**config.mk**
```make
export PLATFORM = sky130hd
export DESIGN_NAME = selective_repeat_sender_window_top
export DESIGN_NICKNAME = d
export VERILOG_FILES = /design/src/hw/rtl/srsw_pkg.sv /design/src/hw/rtl/srsw_mod.sv /design/src/hw/rtl/srsw_ctrl.sv /design/src/hw/rtl/srsw_dp.sv /design/src/hw/rtl/selective_repeat_sender_window_top.sv
export SDC_FILE = /design/constraint.sdc
export NUM_CORES = 2
export LEC_CHECK = 0
export CAP_MARGIN = 20
export CORE_MARGIN = 4
export CORE_UTILIZATION = 55
export CTS_CLUSTER_DIAMETER = 100
export DETAILED_ROUTE_END_ITERATION = 7
export DONT_BUFFER_PORTS = 1
export PLACE_DENSITY_LB_ADDON = 0.12
export SLEW_MARGIN = 20
export SYNTH_ARGS = -nofsm -noshare
export SYNTH_HDL_FRONTEND = slang
export SYNTH_SLANG_ARGS = --single-unit
```
**constraint.sdc**
```tcl
create_clock -name i_clk -period 9.55 [get_ports i_clk]
set_input_delay 0 -clock i_clk [delete_from_list [all_inputs] [get_ports i_clk]]
set_output_delay 0 -clock i_clk [all_outputs]
set_load 0.02 [all_outputs]
```
**src/hw/rtl/srsw_pkg.sv**
```systemverilog
package srsw_pkg;

    localparam int MAX_WINDOW = 32;
    localparam int SLOT_W     = 5;
    localparam int WIN_W      = 6;
    localparam int SEQ_W      = 16;
    localparam int CNT_W      = 17;
    localparam int BYTES_W    = 27;
    localparam int LEN_W      = 11;
    localparam int SEG_SHIFT  = 10;
    localparam int MOD_STEPS  = 17;

    localparam logic [BYTES_W-1:0] BYTES_CAP   = 27'd67108864;
    localparam logic [LEN_W-1:0]   SEG_LEN     = 11'd1024;
    localparam logic [2:0]         TAG_ACK     = 3'b010;
    localparam logic [WIN_W-1:0]   WIN_MAX     = 6'd32;
    localparam logic [WIN_W-1:0]   WIN_MIN     = 6'd1;

    localparam logic [1:0] REG_WINDOW  = 2'd0;
    localparam logic [1:0] REG_TIMEOUT = 2'd1;
    localparam logic [1:0] REG_BYTES   = 2'd2;

    typedef enum logic [1:0] {
        OP_POLL  = 2'd0,
        OP_ACK   = 2'd1,
        OP_START = 2'd2,
        OP_NONE  = 2'd3
    } t_op;

    typedef enum logic [1:0] {
        ACT_SEND = 2'd0,
        ACT_RETX = 2'd1,
        ACT_DONE = 2'd2
    } t_action;

    typedef enum logic [1:0] {
        MS_NEXT  = 2'd0,
        MS_ASEQ  = 2'd1,
        MS_ACKED = 2'd2
    } t_modsel;

    typedef enum logic [3:0] {
        ST_IDLE,
        ST_DECIDE,
        ST_SEND_MOD,
        ST_SEND,
        ST_BRANCH,
        ST_ACK_MOD,
        ST_ACK_MARK,
        ST_SLIDE_MOD,
        ST_SLIDE,
        ST_ACK_DONE,
        ST_SCAN_MOD,
        ST_SCAN,
        ST_FLUSH
    } t_state;

    typedef struct packed {
        logic    load;
        logic    clear;
        logic    mod_start;
        t_modsel mod_sel;
        logic    set_ptr;
        logic    emit;
        t_action emit_act;
        logic    set_done;
        logic    do_send;
        logic    do_mark;
        logic    slide_step;
        logic    scan_step;
        logic    flush;
    } t_cmd;

    typedef struct packed {
        t_op  op;
        logic ack_good;
        logic in_range;
        logic complete;
        logic done_rep;
        logic can_send;
        logic slide_go;
        logic scan_more;
        logic scan_hit;
        logic emit_ok;
        logic pend_valid;
        logic out_free;
        logic mod_done;
    } t_sts;

endpackage

```
**src/hw/rtl/srsw_mod.sv**
```systemverilog
module srsw_mod
    import srsw_pkg::*;
(
    input  logic              i_clk,
    input  logic              i_rst_n,
    input  logic              i_start,
    input  logic [CNT_W-1:0]  i_dividend,
    input  logic [WIN_W-1:0]  i_divisor,
    output logic              o_done,
    output logic [SLOT_W-1:0] o_rem
);

    logic [SLOT_W-1:0] r_rem, n_rem;
    logic [CNT_W-1:0]  r_div, n_div;
    logic [SLOT_W-1:0] r_cnt, n_cnt;
    logic [WIN_W-1:0]  trial;

    assign trial = {r_rem, r_div[CNT_W-1]};

    always_comb begin
        n_rem = r_rem;
        n_div = r_div;
        n_cnt = r_cnt;
        if (i_start) begin
            n_rem = '0;
            n_div = i_dividend;
            n_cnt = SLOT_W'(MOD_STEPS);
        end else if (r_cnt != '0) begin
            n_div = {r_div[CNT_W-2:0], 1'b0};
            n_cnt = r_cnt - 1'b1;
            if (trial >= i_divisor) begin
                n_rem = SLOT_W'(trial - i_divisor);
            end else begin
                n_rem = trial[SLOT_W-1:0];
            end
        end
    end

    always_ff @(posedge i_clk) begin
        if (!i_rst_n) begin
            r_cnt <= '0;
        end else begin
            r_cnt <= n_cnt;
        end
        r_rem <= n_rem;
        r_div <= n_div;
    end

    assign o_done = (r_cnt == '0);
    assign o_rem  = r_rem;

endmodule

```
**src/hw/rtl/srsw_ctrl.sv**
```systemverilog
module srsw_ctrl
    import srsw_pkg::*;
(
    input  logic i_clk,
    input  logic i_rst_n,
    input  logic i_in_valid,
    output logic o_in_ready,
    input  t_sts i_sts,
    output t_cmd o_cmd
);

    t_state r_state, n_state;

    always_ff @(posedge i_clk) begin
        if (!i_rst_n) begin
            r_state <= ST_IDLE;
        end else begin
            r_state <= n_state;
        end
    end

    always_comb begin
        n_state = r_state;
        unique case (r_state)
            ST_IDLE: begin
                if (i_in_valid) n_state = ST_DECIDE;
            end
            ST_DECIDE: begin
                priority if (i_sts.op == OP_NONE || i_sts.op == OP_START) begin
                    n_state = ST_IDLE;
                end else if (i_sts.complete) begin
                    n_state = ST_FLUSH;
                end else if (i_sts.can_send) begin
                    n_state = ST_SEND_MOD;
                end else begin
                    n_state = ST_BRANCH;
                end
            end
            ST_SEND_MOD: begin
                if (i_sts.mod_done) n_state = ST_SEND;
            end
            ST_SEND: begin
                if (i_sts.emit_ok) n_state = ST_BRANCH;
            end
            ST_BRANCH: begin
                priority if (i_sts.op == OP_ACK) begin
                    priority if (!i_sts.ack_good) n_state = ST_FLUSH;
                    else if (i_sts.in_range)      n_state = ST_ACK_MOD;
                    else                          n_state = ST_SLIDE_MOD;
                end else begin
                    n_state = ST_SCAN_MOD;
                end
            end
            ST_ACK_MOD: begin
                if (i_sts.mod_done) n_state = ST_ACK_MARK;
            end
            ST_ACK_MARK: n_state = ST_SLIDE_MOD;
            ST_SLIDE_MOD: begin
                if (i_sts.mod_done) n_state = ST_SLIDE;
            end
            ST_SLIDE: begin
                if (!i_sts.slide_go) n_state = ST_ACK_DONE;
            end
            ST_ACK_DONE: begin
                if (!(i_sts.complete && !i_sts.done_rep) || i_sts.emit_ok) n_state = ST_FLUSH;
            end
            ST_SCAN_MOD: begin
                if (i_sts.mod_done) n_state = ST_SCAN;
            end
            ST_SCAN: begin
                if (!i_sts.scan_more) n_state = ST_FLUSH;
            end
            ST_FLUSH: begin
                if (!i_sts.pend_valid || i_sts.out_free) n_state = ST_IDLE;
            end
            default: n_state = ST_IDLE;
        endcase
    end

    always_comb begin
        o_cmd = '0;
        o_cmd.mod_sel = MS_ACKED;
        o_cmd.emit_act = ACT_SEND;
        o_in_ready = 1'b0;
        unique case (r_state)
            ST_IDLE: begin
                o_in_ready = 1'b1;
                o_cmd.load = i_in_valid;
            end
            ST_DECIDE: begin
                priority if (i_sts.op == OP_NONE) begin
                end else if (i_sts.op == OP_START) begin
                    o_cmd.clear = 1'b1;
                end else if (i_sts.complete) begin
                    if (!i_sts.done_rep) begin
                        o_cmd.emit = 1'b1;
                        o_cmd.emit_act = ACT_DONE;
                        o_cmd.set_done = 1'b1;
                    end
                end else if (i_sts.can_send) begin
                    o_cmd.mod_start = 1'b1;
                    o_cmd.mod_sel = MS_NEXT;
                end else begin
                end
            end
            ST_SEND: begin
                if (i_sts.emit_ok) begin
                    o_cmd.emit = 1'b1;
                    o_cmd.emit_act = ACT_SEND;
                    o_cmd.do_send = 1'b1;
                end
            end
            ST_BRANCH: begin
                if (i_sts.op == OP_ACK) begin
                    if (i_sts.ack_good) begin
                        o_cmd.mod_start = 1'b1;
                        o_cmd.mod_sel = i_sts.in_range ? MS_ASEQ : MS_ACKED;
                    end
                end else begin
                    o_cmd.mod_start = 1'b1;
                    o_cmd.mod_sel = MS_ACKED;
                end
            end
            ST_SEND_MOD, ST_ACK_MOD, ST_SLIDE_MOD, ST_SCAN_MOD: begin
                o_cmd.set_ptr = i_sts.mod_done;
            end
            ST_ACK_MARK: begin
                o_cmd.do_mark = 1'b1;
                o_cmd.mod_start = 1'b1;
                o_cmd.mod_sel = MS_ACKED;
            end
            ST_SLIDE: begin
                o_cmd.slide_step = i_sts.slide_go;
            end
            ST_ACK_DONE: begin
                if (i_sts.complete && !i_sts.done_rep && i_sts.emit_ok) begin
                    o_cmd.emit = 1'b1;
                    o_cmd.emit_act = ACT_DONE;
                    o_cmd.set_done = 1'b1;
                end
            end
            ST_SCAN: begin
                if (i_sts.scan_more) begin
                    if (i_sts.scan_hit) begin
                        if (i_sts.emit_ok) begin
                            o_cmd.emit = 1'b1;
                            o_cmd.emit_act = ACT_RETX;
                            o_cmd.scan_step = 1'b1;
                        end
                    end else begin
                        o_cmd.scan_step = 1'b1;
                    end
                end
            end
            ST_FLUSH: begin
                o_cmd.flush = i_sts.pend_valid && i_sts.out_free;
            end
            default: begin
            end
        endcase
    end

endmodule

```
**src/hw/rtl/srsw_dp.sv**
```systemverilog
module srsw_dp
    import srsw_pkg::*;
(
    input  logic               i_clk,
    input  logic               i_rst_n,
    input  t_cmd               i_cmd,
    output t_sts               o_sts,
    input  logic               i_cfg_valid,
    input  logic [1:0]         i_cfg_index,
    input  logic [31:0]        i_cfg_data,
    input  logic [1:0]         i_op,
    input  logic [31:0]        i_now_time,
    input  logic [SEQ_W-1:0]   i_ack_seq,
    input  logic [2:0]         i_ack_tag,
    input  logic               i_ack_checksum_ok,
    output logic               o_out_valid,
    input  logic               i_out_ready,
    output logic [1:0]         o_action,
    output logic [SEQ_W-1:0]   o_seq,
    output logic [LEN_W-1:0]   o_payload_length,
    output logic               o_last
);

    logic [WIN_W-1:0]   r_window;
    logic [31:0]        r_timeout;
    logic [BYTES_W-1:0] r_bytes;

    logic [1:0]         r_op;
    logic [31:0]        r_now;
    logic [SEQ_W-1:0]   r_aseq;
    logic               r_ack_good;

    logic [CNT_W-1:0]      r_acked;
    logic [CNT_W-1:0]      r_next;
    logic [MAX_WINDOW-1:0] r_marks;
    logic [MAX_WINDOW-1:0] r_active;
    logic [31:0]           r_stamp [MAX_WINDOW];
    logic                  r_done_rep;
    logic [SLOT_W-1:0]     r_ptr;
    logic [WIN_W-1:0]      r_cnt;

    logic               r_pend_valid;
    logic [1:0]         r_pend_act;
    logic [SEQ_W-1:0]   r_pend_seq;
    logic [LEN_W-1:0]   r_pend_len;

    logic               r_out_valid;
    logic [1:0]         r_out_act;
    logic [SEQ_W-1:0]   r_out_seq;
    logic [LEN_W-1:0]   r_out_len;
    logic               r_out_last;

    logic [WIN_W-1:0]   w_eff;
    logic [BYTES_W-1:0] bytes_cap;
    logic [CNT_W-1:0]   segs;
    logic [LEN_W-1:0]   send_len;
    logic [CNT_W-1:0]   mod_dividend;
    logic               mod_done;
    logic [SLOT_W-1:0]  mod_rem;
    logic [SLOT_W-1:0]  ptr_inc;
    logic [31:0]        age;
    logic               out_free;
    logic [1:0]         new_act;
    logic [SEQ_W-1:0]   new_seq;
    logic [LEN_W-1:0]   new_len;
    logic [CNT_W-1:0]   retx_seq;

    always_comb begin
        priority if (r_window == '0)    w_eff = WIN_MIN;
        else if (r_window > WIN_MAX)    w_eff = WIN_MAX;
        else                            w_eff = r_window;
    end

    assign bytes_cap = (r_bytes > BYTES_CAP) ? BYTES_CAP : r_bytes;
    assign segs = CNT_W'(bytes_cap[BYTES_W-1:SEG_SHIFT])
                + CNT_W'(|bytes_cap[SEG_SHIFT-1:0]);
    always_comb begin
        if (r_next == segs - 1'b1 && bytes_cap[SEG_SHIFT-1:0] != '0) begin
            send_len = LEN_W'(bytes_cap[SEG_SHIFT-1:0]);
        end else begin
            send_len = SEG_LEN;
        end
    end

    always_comb begin
        unique case (i_cmd.mod_sel)
            MS_NEXT:  mod_dividend = r_next;
            MS_ASEQ:  mod_dividend = CNT_W'(r_aseq);
            MS_ACKED: mod_dividend = r_acked;
            default:  mod_dividend = r_acked;
        endcase
    end

    srsw_mod u_mod (
        .i_clk      (i_clk),
        .i_rst_n    (i_rst_n),
        .i_start    (i_cmd.mod_start),
        .i_dividend (mod_dividend),
        .i_divisor  (w_eff),
        .o_done     (mod_done),
        .o_rem      (mod_rem)
    );

    assign ptr_inc  = (WIN_W'(r_ptr) + 1'b1 == w_eff) ? '0 : r_ptr + 1'b1;
    assign age      = r_now - r_stamp[r_ptr];
    assign out_free = !r_out_valid || i_out_ready;
    assign retx_seq = r_acked + CNT_W'(r_cnt);

    assign o_sts.op         = t_op'(r_op);
    assign o_sts.ack_good   = r_ack_good;
    assign o_sts.in_range   = (CNT_W'(r_aseq) >= r_acked) && (CNT_W'(r_aseq) < r_next);
    assign o_sts.complete   = (r_acked == segs);
    assign o_sts.done_rep   = r_done_rep;
    assign o_sts.can_send   = (r_next < segs) && ((r_next - r_acked) < CNT_W'(w_eff));
    assign o_sts.slide_go   = (r_cnt < w_eff) && (r_acked < r_next) && r_marks[r_ptr];
    assign o_sts.scan_more  = (r_cnt < w_eff);
    assign o_sts.scan_hit   = r_active[r_ptr] && (age > r_timeout);
    assign o_sts.emit_ok    = !r_pend_valid || out_free;
    assign o_sts.pend_valid = r_pend_valid;
    assign o_sts.out_free   = out_free;
    assign o_sts.mod_done   = mod_done;

    always_comb begin
        new_act = i_cmd.emit_act;
        new_seq = '0;
        new_len = '0;
        unique case (i_cmd.emit_act)
            ACT_SEND: begin
                new_seq = r_next[SEQ_W-1:0];
                new_len = send_len;
            end
            ACT_RETX: new_seq = retx_seq[SEQ_W-1:0];
            default: begin
            end
        endcase
    end

    always_ff @(posedge i_clk) begin
        if (!i_rst_n) begin
            r_window     <= 6'd4;
            r_timeout    <= 32'd1000;
            r_bytes      <= '0;
            r_acked      <= '0;
            r_next       <= '0;
            r_marks      <= '0;
            r_active     <= '0;
            r_done_rep   <= 1'b0;
            r_pend_valid <= 1'b0;
            r_out_valid  <= 1'b0;
        end else begin
            if (i_cfg_valid) begin
                unique case (i_cfg_index)
                    REG_WINDOW:  r_window  <= i_cfg_data[WIN_W-1:0];
                    REG_TIMEOUT: r_timeout <= i_cfg_data;
                    REG_BYTES:   r_bytes   <= i_cfg_data[BYTES_W-1:0];
                    default: begin
                    end
                endcase
            end
            if (i_cmd.clear) begin
                r_acked    <= '0;
                r_next     <= '0;
                r_marks    <= '0;
                r_active   <= '0;
                r_done_rep <= 1'b0;
            end
            if (i_cmd.set_done) r_done_rep <= 1'b1;
            if (i_cmd.do_send) begin
                r_active[r_ptr] <= 1'b1;
                r_next <= r_next + 1'b1;
            end
            if (i_cmd.do_mark) begin
                r_marks[r_ptr]  <= 1'b1;
                r_active[r_ptr] <= 1'b0;
            end
            if (i_cmd.slide_step) begin
                r_marks[r_ptr] <= 1'b0;
                r_acked <= r_acked + 1'b1;
            end

            if (i_cmd.emit) begin
                r_pend_valid <= 1'b1;
            end else if (i_cmd.flush) begin
                r_pend_valid <= 1'b0;
            end
            if ((i_cmd.emit && r_pend_valid) || i_cmd.flush) begin
                r_out_valid <= 1'b1;
            end else if (i_out_ready) begin
                r_out_valid <= 1'b0;
            end
        end

        if (i_cmd.load) begin
            r_op       <= i_op;
            r_now      <= i_now_time;
            r_aseq     <= i_ack_seq;
            r_ack_good <= (i_ack_tag == TAG_ACK) && i_ack_checksum_ok;
        end
        if (i_cmd.set_ptr) begin
            r_ptr <= mod_rem;
            r_cnt <= '0;
        end else if (i_cmd.slide_step || i_cmd.scan_step) begin
            r_ptr <= ptr_inc;
            r_cnt <= r_cnt + 1'b1;
        end
        if (i_cmd.do_send) r_stamp[r_ptr] <= r_now;
        if (i_cmd.scan_step && o_sts.scan_hit) r_stamp[r_ptr] <= r_now;
        if (i_cmd.emit) begin
            r_pend_act <= new_act;
            r_pend_seq <= new_seq;
            r_pend_len <= new_len;
        end
        if ((i_cmd.emit && r_pend_valid) || i_cmd.flush) begin
            r_out_act  <= r_pend_act;
            r_out_seq  <= r_pend_seq;
            r_out_len  <= r_pend_len;
            r_out_last <= i_cmd.flush;
        end
    end

    assign o_out_valid      = r_out_valid;
    assign o_action         = r_out_act;
    assign o_seq            = r_out_seq;
    assign o_payload_length = r_out_len;
    assign o_last           = r_out_last;

endmodule

```
**src/hw/rtl/selective_repeat_sender_window_top.sv**
```systemverilog
// Sequencing: a start item goes from idle through the decide state back to idle;
// a poll or ack item runs up to three modulo passes (each a start plus the
// 17-step remainder unit) plus a step per window slot scanned or slid, and
// output stalls can hold it longer. One item at a time; results leave through
// a one-deep pending stage and an output register, stalling only when both are full.
// Reset (i_rst_n low, synchronous): registers to 4/1000/0, window cleared.
module selective_repeat_sender_window_top
    import srsw_pkg::*;
(
    input  logic               i_clk,
    input  logic               i_rst_n,
    input  logic               i_cfg_valid,
    output logic               o_cfg_ready,
    input  logic [1:0]         i_cfg_index,
    input  logic [31:0]        i_cfg_data,
    input  logic               i_in_valid,
    output logic               o_in_ready,
    input  logic [1:0]         i_op,
    input  logic [31:0]        i_now_time,
    input  logic [SEQ_W-1:0]   i_ack_seq,
    input  logic [2:0]         i_ack_tag,
    input  logic               i_ack_checksum_ok,
    output logic               o_out_valid,
    input  logic               i_out_ready,
    output logic [1:0]         o_action,
    output logic [SEQ_W-1:0]   o_seq,
    output logic [LEN_W-1:0]   o_payload_length,
    output logic               o_last
);

    t_cmd cmd;
    t_sts sts;

    assign o_cfg_ready = 1'b1;

    srsw_ctrl u_ctrl (
        .i_clk      (i_clk),
        .i_rst_n    (i_rst_n),
        .i_in_valid (i_in_valid),
        .o_in_ready (o_in_ready),
        .i_sts      (sts),
        .o_cmd      (cmd)
    );

    srsw_dp u_dp (
        .i_clk             (i_clk),
        .i_rst_n           (i_rst_n),
        .i_cmd             (cmd),
        .o_sts             (sts),
        .i_cfg_valid       (i_cfg_valid),
        .i_cfg_index       (i_cfg_index),
        .i_cfg_data        (i_cfg_data),
        .i_op              (i_op),
        .i_now_time        (i_now_time),
        .i_ack_seq         (i_ack_seq),
        .i_ack_tag         (i_ack_tag),
        .i_ack_checksum_ok (i_ack_checksum_ok),
        .o_out_valid       (o_out_valid),
        .i_out_ready       (i_out_ready),
        .o_action          (o_action),
        .o_seq             (o_seq),
        .o_payload_length  (o_payload_length),
        .o_last            (o_last)
    );

endmodule

```
Word level (Yosys, flattened, before mapping)

Memory sizes are Yosys's and may differ from the RTL's. A register that Yosys moved wholly into a read port is not among the register bits.
Cells that the tools add are included.
Widths: inputs -> output; s select.

Register bits: 318
Bits in writable memories: 1024
Input port bits: 93
Output and inout bits: 33
Memories: 1

Add/subtract/negate cells: 12
$lt $le $gt $ge: 12
Equality and inequality tests: 33
Muxes and demuxes: 94
Bitwise operators: 7
Reduce and logical (&&, ||, !) cells: 46

Memory list:

| name         | words | bits a word | read ports | clocked after Yosys merged registers in | wr ports | RTL line      | source |
|---|---|---|---|---|---|---|---|
| u_dp.r_stamp | 32    | 32          | 1          | 1                                       | 1        | srsw_dp.sv:37 | `logic [31:0] r_stamp [MAX_WINDOW];` |

Operators by type and width:

| kind                  | count |
|---|---|
| $mux 32               | 11 |
| $mux 17               | 5 |
| $mux 4                | 20 |
| $and 32x32->32        | 2 |
| $or 32x32->32         | 2 |
| $pmux 4 s13           | 1 |
| $mux 5                | 7 |
| $add 17x1->17 const B | 2 |
| $eq 17x17->1          | 2 |
| $lt 17x17->1          | 2 |
| $pmux 17 s2           | 1 |
| $gt 32x32->1          | 1 |
| $not 32->32           | 1 |
| $pmux 16 s2           | 1 |
| $sub 32x32->32        | 1 |
| $mux 3                | 10 |
| $gt 27x27->1 const B  | 1 |
| $mux 27               | 1 |
| $mux 1                | 26 |
| $eq 4x4->1 const B    | 5 |
| $add 17x1->17         | 1 |
| $ge 16x17->1          | 1 |
| $lt 16x17->1          | 1 |
| $lt 17x6->1           | 1 |
| other kinds (47)      | 98 |

Logic depth before layout (Yosys ltp)

Word-level depth: 18
Depth in mapped cells: 31

Hierarchy

From an unflattened synthesis, not the netlist that was laid out.

Cells, all modules: 3828
Area total of the unflattened synthesis: 59458.3 µm²

By module, submodules not included:

| module                             | times used | cells an instance | area an instance (µm²) | seq. area each (µm²) |
|---|---|---|---|---|
| srsw_dp                            | 1          | 3624              | 57420.1                | 37746.2 |
| srsw_mod                           | 1          | 116               | 1403.8                 | 710.7 |
| srsw_ctrl                          | 1          | 86                | 623.1                  | 80.1 |
| selective_repeat_sender_window_top | 1          | 2                 | 11.3                   | 0.0 |

Worst setup path after synthesis

No wires, ideal clock.

Path kind: reg2reg
From: register with a tool-made name
To: memory u_dp.r_stamp[27][0], enable pin
Arrival time: 9167 ps
Setup slack: -78 ps
Cell stages (with the launch flop): 30
Path buffers: 5
Period minus slack after synthesis: 9628 ps
Cell sequence: dfxtp_1 -> clkbuf_1 -> clkbuf_1 -> clkbuf_1 -> buf_1 -> mux4_2 -> mux4_2 -> mux2i_1 -> ha_1 -> nand2b_1 -> a21oi_1 -> nor4b_1 -> o31ai_1 -> nand2b_1 -> a21oi_1 -> o31ai_1 -> a221o_1 -> a21oi_1 -> xnor2_1 -> ha_1 -> nand4_1 -> nor4_1 -> nand3_1 -> nor2_1 -> o31a_1 -> nor3_1 -> nor4_4 -> nor2_1 -> clkbuf_1 -> nor3_1

RTL lines:

| item             | RTL line |
|---|---|
| end: declaration | srsw_dp.sv:37 |

==> results.sh <==
export IMPL_die_height_um=336
export IMPL_num_vias=35100
export IMPL_arrival_ps=9370
export IMPL_synthCells=3814
export IMPL_ant_nets=0
export IMPL_grt_pass1_wl_mm=224
export IMPL_swShare_pct=31.6
export IMPL_clock_fmax_ghz=0.111
export IMPL_setup_viol=0
export IMPL_crit_required_ps=9920
export IMPL_finish_net_count=4335
export IMPL_placement_io_buffers=0
export IMPL_tightestPinTransition_ps=1090
export IMPL_hold_start="i_cfg_data[19]"
export IMPL_cts_tree="built"
export IMPL_p_int_uw=12400
export IMPL_min_to="u_dp.r_timeout[19]$_SDFFE_PN0P_"
export IMPL_period_share_pct=94.2
export IMPL_power_uw=18100
export IMPL_gr_usage_all_layers_pct=26.9
export IMPL_cts_root_buf="clkbuf_16"
export IMPL_routabilityCongestion=0.897
export IMPL_area_growth_pct=15.1
export IMPL_synth_edf_count=1156
export IMPL_power_density_nw_per_um2=265
export IMPL_grt_max_degree=114
export IMPL_start_kind="flip-flop"
export IMPL_hold_class="input port to flip-flop"
export IMPL_core_area_um2=107000
export IMPL_cts_setup_buffers=0
export IMPL_multi_input_area_um2=19600
export IMPL_path_buf_inv=3
export IMPL_place_ws_ps=651
export IMPL_antenna_found_initial=5
export IMPL_crit_fanout=46
export IMPL_whs_path_depth=3
export IMPL_reg2reg_setup_slack_ps=550
export IMPL_status="complete, no violations"
export IMPL_ys_ff_latch=1347
export IMPL_ios=126
export IMPL_crit_type="flip-flop to flip-flop"
export IMPL_synth_net_count=4073
export IMPL_clock_sinks=1347
export IMPL_postSynthAreaPerCell_um2=15.5
export IMPL_p_seq_share_pct=39.7
export IMPL_routed_via_density=6.27
export IMPL_combPwrFrac_pct=30.2
export IMPL_skew_ps=34.0
export IMPL_hpwl_mm=90.6
export IMPL_seqCellArea_um2=38600
export IMPL_dieArea_um2=113000
export IMPL_critPathMaxStageDelay_ps=840
export IMPL_cp_slowest_cell="o31ai_1"
export IMPL_start_util_pct=55.4
export IMPL_post_drt_wl_per_cell_um=27.0
export IMPL_grt_overflow_total=0
export IMPL_drc=0
export IMPL_first_pass_iters=6
export IMPL_grt_pass1_vias=34700
export IMPL_ir_worst_vdd_v=0.000189
export IMPL_wl_mm=151
export IMPL_num_rows=120
export IMPL_drv_cap=0
export IMPL_finalNonFillerCells=5603
export IMPL_clock_latency_ps=760
export IMPL_ys_warn_count=0
export IMPL_synthFlopType="edfxtp_1"
export IMPL_clk_pin_slew_worst_paths_ps=60
export IMPL_r2r_worst_path_cells=25
export IMPL_nFillCells=7616
export IMPL_h_tree_depth=4
export IMPL_p_clk_share_pct=30.1
export IMPL_finalHoldViolations=0
export IMPL_cts_buffers_inserted=143
export IMPL_p_leak_uw=0.0226
export IMPL_max_slew_margin_pct=26.6
export IMPL_synth_async_reset_ratio_pct=0
export IMPL_setup_ws_ps=552
export IMPL_first_iter_violations=3888
export IMPL_critPathCaptureType="flip-flop"
export IMPL_die_x_um=336
export IMPL_placed_cells=5126
export IMPL_synth_area_um2=59200
export IMPL_slew_violations=0
export IMPL_rsz0062_at_grt="no"
export IMPL_synth_distinct_cells=92
export IMPL_clk_path_buf_depth=3
export IMPL_drive_above_1_share_pct=18.3
export IMPL_path_delay_family="simple AND/OR/NAND/NOR gates"
export IMPL_netSwitchingPower_uw=5720
export IMPL_ys_seq_area_share_pct=65.1
export IMPL_r2r_end="u_dp.r_stamp[26][27]$_DFFE_PP_"
export IMPL_min_period_ps=9000
[tightest hold or removal path, stage by stage]
cell           delay (ps)
dlygate4sd3_1         620
nand2_1                90
a21oi_1                60
[how the worst max path moves through the flow]
stage                                           to  startpoint  slack [ps]  cells past startpoint
global placement    u_dp.r_stamp[19][28]$_DFFE_PP_   flip-flop         760                     26
global route        u_dp.r_stamp[26][27]$_DFFE_PP_   flip-flop          10                     25
CTS                 u_dp.r_stamp[26][26]$_DFFE_PP_   flip-flop         590                     25
floorplan            u_dp.r_stamp[27][0]$_DFFE_PP_   flip-flop         -80                     29
detailed placement   u_dp.r_stamp[18][4]$_DFFE_PP_   flip-flop         650                     26
finish              u_dp.r_stamp[26][27]$_DFFE_PP_   flip-flop         550                     25
[layer usage]
metal | track usage (%) | routed length [µm]
met5 | 0 | 0
met4 | 7.42 | 3240
met3 | 4.28 | 10500
met2 | 43.1 | 73200
met1 | 38.9 | 64300
[logic make-up (layout without fill, tap and decap cells)]
family,Yosys count,in the layout,share of synthesized area (%)
flops,1347,1347,65.1
buf+inv,327,707,2.21
mux,392,392,13.7
fa+ha+maj,166,166,3.56
compound gates,574,574,6.37
simple gates,895,895,7.37
xor+xnor,112,112,1.66
other cells,1,7,0.00633
[cell usage after synthesis (8+ instances only)]
master,number,area [µm²]
edfxtp_1,1156,34700
mux4_2,336,7570
nand2_1,336,1260
dfxtp_1,191,3820
nor2_1,185,694
ha_1,162,2030
a21oi_1,159,796
clkbuf_1,150,563
inv_1,120,450
o21ai_0,104,521
xnor2_1,90,788
nand3_1,79,395
nor3_1,66,330
mux2i_1,48,480
a21o_1,36,270
a22oi_1,36,270
nor2b_1,35,219
a221oi_1,32,280
nand2b_1,29,181
buf_1,26,97.6
nand4_1,26,163
a31oi_1,24,150
o22ai_1,23,144
and3_1,22,138
xor2_1,22,193
a2bb2oi_1,20,175
buf_2,20,100
o21a_1,20,150
a211oi_1,19,143
o211ai_1,19,143
nor4_1,16,100
and2_1,13,81.3
or3_1,12,75.1
or2_2,11,68.8
nor3_2,10,100
o31ai_1,10,75.1
a21boi_0,8,60.1
mux2_2,8,90.1
nor3b_1,8,60.1
[cell type report]
type / instances / area share, %
repair buffers: 323 / 4.56
inverters: 121 / 0.670
diodes: 6 / 0.0220
well taps: 1403 / 2.58
flip-flops and latches: 1347 / 56.6
clock buffers: 179 / 5.73
clock inverters: 84 / 1.08
multi-input cells: 2140 / 28.8
[placed cells by master, fill, tap and decap left out, types with 23 or more instances in the layout]
cell type      synthesis  routed
nand2_1              336     336
nand4_1               26      26
clkinv_1               0      32
nor2b_1               35      33
xnor2_1               90      90
a22oi_1               36      36
mux2i_1               48      48
clkbuf_1             150      25
a21o_1                36      36
nor3_2                10      37
nor3_1                66      38
nand3_1               79      79
edfxtp_1            1156    1156
a221oi_1              32      32
clkinv_2               0      25
nor2_1               185     180
inv_1                120     119
dfxtp_1              191     186
o22ai_1               23      23
buf_4                  5     105
dlygate4sd3_1          0     203
ha_1                 162     162
mux4_2               336     336
clkbuf_16              0     151
nand2b_1              29      29
a31oi_1               24      24
a21oi_1              159     159
o21ai_0              104     103
[metrics by stage]
stage          setup TNS [ps]  hold slack, ps  util, %  cell area [µm²]
2_1_floorplan          -63720            98.9        -            59200
6_report                    0            64.3     63.7            68100
5_1_grt                     0            53.9     63.7            68100
4_1_cts                     0            3.98     63.6            68000
3_3_place_gp                0            79.9     57.4            61300
3_5_place_dp                0            79.9     57.4            61300
[power groups by stage]
stage          sequential (µW)  combinational (µW)  clock, µW
2_1_floorplan             7280                3620          0
3_5_place_dp              7310                5300          0
3_3_place_gp              7300                5250          0
6_report                  7170                5460       5440
5_1_grt                   7200                5910       5810
4_1_cts                   7180                5390       5540
[sequential cells by signal, indices dropped and copies added, names as in the netlist, 17 cells and up, named ones only]
signal	count
u_dp.r_active	32
u_dp.r_now	32
u_dp.r_stamp	1024
u_dp.r_marks	32
u_dp.r_acked	17
u_dp.u_mod.r_div	17
u_dp.r_bytes	27
u_dp.r_next	17
u_dp.r_timeout	32
[repair_timing]
| action | in CTS | in global routing |
|---|---|---|
| endpoints found under the hold margin | 218 | 14 |
| endpoints found under the setup margin | 0 | 115 |
| hold buffers | 199 | 5 |
| resized for setup | 0 | 2 |
(Power assumes the default switching activity.)
